--- config.mk ---
export PLATFORM = sky130hd
export DESIGN_NAME = nlc_cell
export DESIGN_NICKNAME = d
export VERILOG_FILES = /design/src/hw/rtl/nlc_pkg.sv /design/src/hw/rtl/nlc_cell.sv
export SDC_FILE = /design/constraint.sdc
export NUM_CORES = 1
export LEC_CHECK = 0
export BUFFER_PORTS_ARGS = -buffer_cell sky130_fd_sc_hd__buf_4
export CAP_MARGIN = 40
export CORE_AREA = 2 2 178 180
export DETAILED_ROUTE_END_ITERATION = 10
export DIE_AREA = 0 0 180 182
export GPL_TIMING_DRIVEN = 1
export SYNTH_ARGS = -nofsm -noshare
export SYNTH_HDL_FRONTEND = slang
export SYNTH_SLANG_ARGS = --single-unit
--- constraint.sdc ---
create_clock -name clk -period 1.5 [get_ports clk]
set_input_delay 0.225 -clock clk [delete_from_list [all_inputs] [get_ports clk]]
set_output_delay 0.225 -clock clk [all_outputs]
set_load 0.1 [all_outputs]
--- src/hw/rtl/nlc_pkg.sv ---
`timescale 1ns / 1ps
`default_nettype none
package nlc_pkg;

	localparam int MAX_PARTICLES = 32;
	localparam int FRAC_BITS     = 24;
	localparam int IDX_W         = (MAX_PARTICLES > 1) ? $clog2(MAX_PARTICLES) : 1;
	localparam int CNT_W         = $clog2(MAX_PARTICLES + 1);
	localparam int ACC_W         = 35;
	localparam int SUM_W         = 38;

	localparam logic [1:0] FUNC_LOAD   = 2'd0;
	localparam logic [1:0] FUNC_STEP   = 2'd1;
	localparam logic [1:0] FUNC_REPORT = 2'd2;

	localparam logic [2:0] REG_COUNT = 3'd0;
	localparam logic [2:0] REG_STEP  = 3'd1;
	localparam logic [2:0] REG_KOM   = 3'd2;
	localparam logic [2:0] REG_ALPHA = 3'd3;
	localparam logic [2:0] REG_BETA  = 3'd4;

	localparam logic [1:0] LAST_STAGE = 2'd3;

	typedef struct packed {
		logic signed [31:0]      x;
		logic signed [31:0]      v;
		logic signed [31:0]      lp;
		logic signed [31:0]      kp;
		logic signed [ACC_W-1:0] wx;
		logic signed [ACC_W-1:0] wv;
	} cell_t;

	typedef struct packed {
		logic signed [31:0] h;
		logic signed [31:0] kom;
		logic signed [31:0] alpha;
		logic signed [31:0] beta;
	} coef_t;

	function automatic logic signed [31:0] sat64(input logic signed [63:0] v);
		if (v > 64'sd2147483647) return 32'sh7fffffff;
		if (v < -64'sd2147483648) return 32'sh80000000;
		return v[31:0];
	endfunction

	// trial value: base alone in stage 0, else base plus previous stage slope, halved except before the last stage
	function automatic logic signed [31:0] trial(input logic signed [31:0] base,
			input logic signed [31:0] sl, input logic [1:0] stage);
		logic signed [31:0] d;
		d = (stage == LAST_STAGE) ? sl : (sl >>> 1);
		if (stage == 2'd0) return base;
		return sat64(64'(base) + 64'(d));
	endfunction

endpackage
`default_nettype wire

--- src/hw/rtl/nlc_cell.sv ---
`timescale 1ns / 1ps
`default_nettype none
module nlc_cell (
	input  wire logic          clk,
	input  wire logic          arst_n,
	input  wire logic          shift,
	input  wire logic          load,
	input  wire logic [31:0]   load_x,
	input  wire logic [31:0]   load_v,
	input  wire nlc_pkg::cell_t shift_in,
	output nlc_pkg::cell_t     q
);
	import nlc_pkg::*;

	always_ff @(posedge clk or negedge arst_n) begin
		if (!arst_n) begin
			q <= '0;
		end else if (shift) begin
			q <= shift_in;
		end else if (load) begin
			q.x <= load_x;
			q.v <= load_v;
		end
	end

endmodule
`default_nettype wire

==> flow_summary.ini <==
[finish]
reg.largest.list = q x198
final_area_um2 = 14200
final_common_cell = buf_4
fin_cells = 1590
n_fill_cell = 2784
largest_reg_flops = 198
regMostFlops = q
fin_util_pct = 45.9
drive_gt1_share_pct = 55.2
layout_common_cells = 476 x buf_4, 198 x dfrtp_1, 142 x dlygate4sd3_1, 82 x mux2_2
area_growth_pct = 74.9
nNetsFinal = 1440

[synth]
synth.avg_cell_area_um2 = 14.5
syn-num-nets = 826
synth_area_leaders = dfrtp_1 61%, mux2_2 11%, mux2_4 9.6%
ys_ff_latch = 198
syn_inst = 560
yosys.area.top_type_share_pct = 61.0
seq_area_frac_synth_pct = 61.0
synth_top_area_cell = dfrtp_1
syn-cell-area_um2 = 8130
yosysUniqueCellTypes = 10
yosysWarnings = 0

[place]
dp.cells = 1415
portBuffers = 463
gp_congestion = 0.758
post-place-ws_ns = 0.271
dpl_cell_area_um2 = 12200
hpwlAfterDp_um = 19000

[sta]
postLayoutSetupSlackWorst_ns = 0.128
tns_ns = 0
rsz0062_at_grt = false
worst_pin_slew_ns = 0.361
maxSlewViolCount = 0
min_period_ns = 1.37
finalSetupViolations = 0
clock_skew_ns = 0
slew_headroom_pct = 75.9
finalHoldViolCount = 0
max_freq_ghz = 0.729
min_period_over_period_pct = 91.5

[clocking]
root_buffer = clkbuf_16
clockBufferDepth = 2
cts-hold-fix-buffers = 136
cts-resized-gates = 0
htreeDepth = 4
clk-insertion-delay-late_ns = 0.43
clock_sinks = 198
clkTransAtPathRegs_ns = 0.08
numCtsBuffers = 17
cts_tree = done
post_cts_buffers = 0

[hold_path]
holdPathStages = 3
min-delay-start = shift_in[144]
hold_class = in -> reg
min_to = q[144]$_DFFE_PN0P_

[critical_path]
worst_setup_path_end_kind = output pin
critPathSlowestCell = dfrtp_1
cp.required_ns = 1.27
r2r-start = q[5]$_DFFE_PN0P_
timing.rr.end = q[5]$_DFFE_PN0P_
critPathMaxFanout = 2
cp_num_buf_inv = 1
arrival_ns = 1.15
cp-start-kind = register
cp_top_family = flip-flops
path_class = reg -> out
r2r_setup_slack_ns = 0.69
rr_worst_depth = 1
crit_path_cell_trace = buf_4
slowest_delay_ns = 0.40

[floorplan]
fp.dieH_um = 182
io_pins = 464
initial_core_util_pct = 26.2
rows = 65
die_w_um = 180
core_um2 = 31000
die_area_um2 = 32800

[route]
drt_wl_total_um = 26300
wl_per_cell_um = 16.5
drc_errors = 0
vias = 6732
drt_iter0_drc = 106
ant_nets = 0
viasPerCell = 4.23
drtPass1Iterations = 4

[global_routing]
grt_start_max_net_pins = 44
grt_pass1_wl_um = 40400
grt_pass1_vias = 7379
gr-usage-all-layers_pct = 15.6
gr-total-overflow = 0
antenna_found_initial = 1

[flow_run]
cap_viol_max_count = 0

[run_status]
outcome = completed

[power]
power.leakage_nw = 6.99
power_density_nw_per_um2 = 1250
vdd_ir_drop_max_mv = 0.724
==> layout make-up <==
cell class / count / area, um^2 / area share (%)
clock inverter: 14 / 160 / 1.13
timing repair buffer: 631 / 5240 / 36.9
tap: 402 / 503 / 3.54
antenna: 1 / 2.50 / 0.0176
multi-input combinational: 326 / 2910 / 20.4
clock buffer: 18 / 439 / 3.09
sequential: 198 / 4950 / 34.9
==> worst max-delay path by stage <==
stage,depth (start not counted),start,slack (ns),end
floorplan,2,q[134]$_DFFE_PN0P_,0.23,q[134]$_DFFE_PN0P_
global placement,3,shift,0.29,q[69]$_DFFE_PN0P_
detailed placement,3,shift,0.27,q[69]$_DFFE_PN0P_
CTS,1,q[154]$_DFFE_PN0P_,0.07,q[154]
global route,1,q[154]$_DFFE_PN0P_,0.06,q[154]
finish,1,q[5]$_DFFE_PN0P_,0.13,q[5]
==> cell families after synthesis <==
kind of cell           after synthesis  synth area share [%]
AO/OA/AOI/OAI                       64                  3.94
buffers and inverters               36                  3.26
flip-flops                         198                  61.0
multiplexers                       198                  28.9
AND/OR/NAND/NOR                     64                  2.96
==> metal layers <==
metal | part of all wire [%] | vias to the layer above | track usage, %
met5 | 0 | - | 0
met4 | 2.4 | 0 | 6.15
met3 | 8.5 | 36 | 6.00
met2 | 50 | 308 | 26.8
met1 | 39 | 3215 | 17.4
li1 | - | 3173 | -
==> synth_stat cells <==
| cell | n |
|---|---|
| o21ai_0 | 64 |
| buf_6 | 14 |
| nand2_1 | 64 |
| mux2i_1 | 64 |
| clkbuf_1 | 4 |
| dfrtp_1 | 198 |
| mux2_4 | 52 |
| buf_2 | 17 |
| mux2_2 | 82 |
| buf_4 | 1 |
==> stage by stage <==
| stage | hold WS, ns | total power, mW |
|---|---|---|
| floorplan | -0.0706 | 10.9 |
| global placement | 0.182 | 12.8 |
| detailed placement | 0.183 | 12.8 |
| CTS | 0.000156 | 18.0 |
| global route | 0.000398 | 18.4 |
| finish | 0.0272 | 17.8 |
==> where the power goes <==
part	internal [mW]	leakage, nW	total, mW	switching, mW
sequential	5.86	2.34	6.16	0.303
clock	2.43	0.297	4.75	2.32
combinational	1.95	4.36	6.85	4.89
total	10.2	6.99	17.8	7.52
No activity file was read; power rests on OpenSTA's default activity.
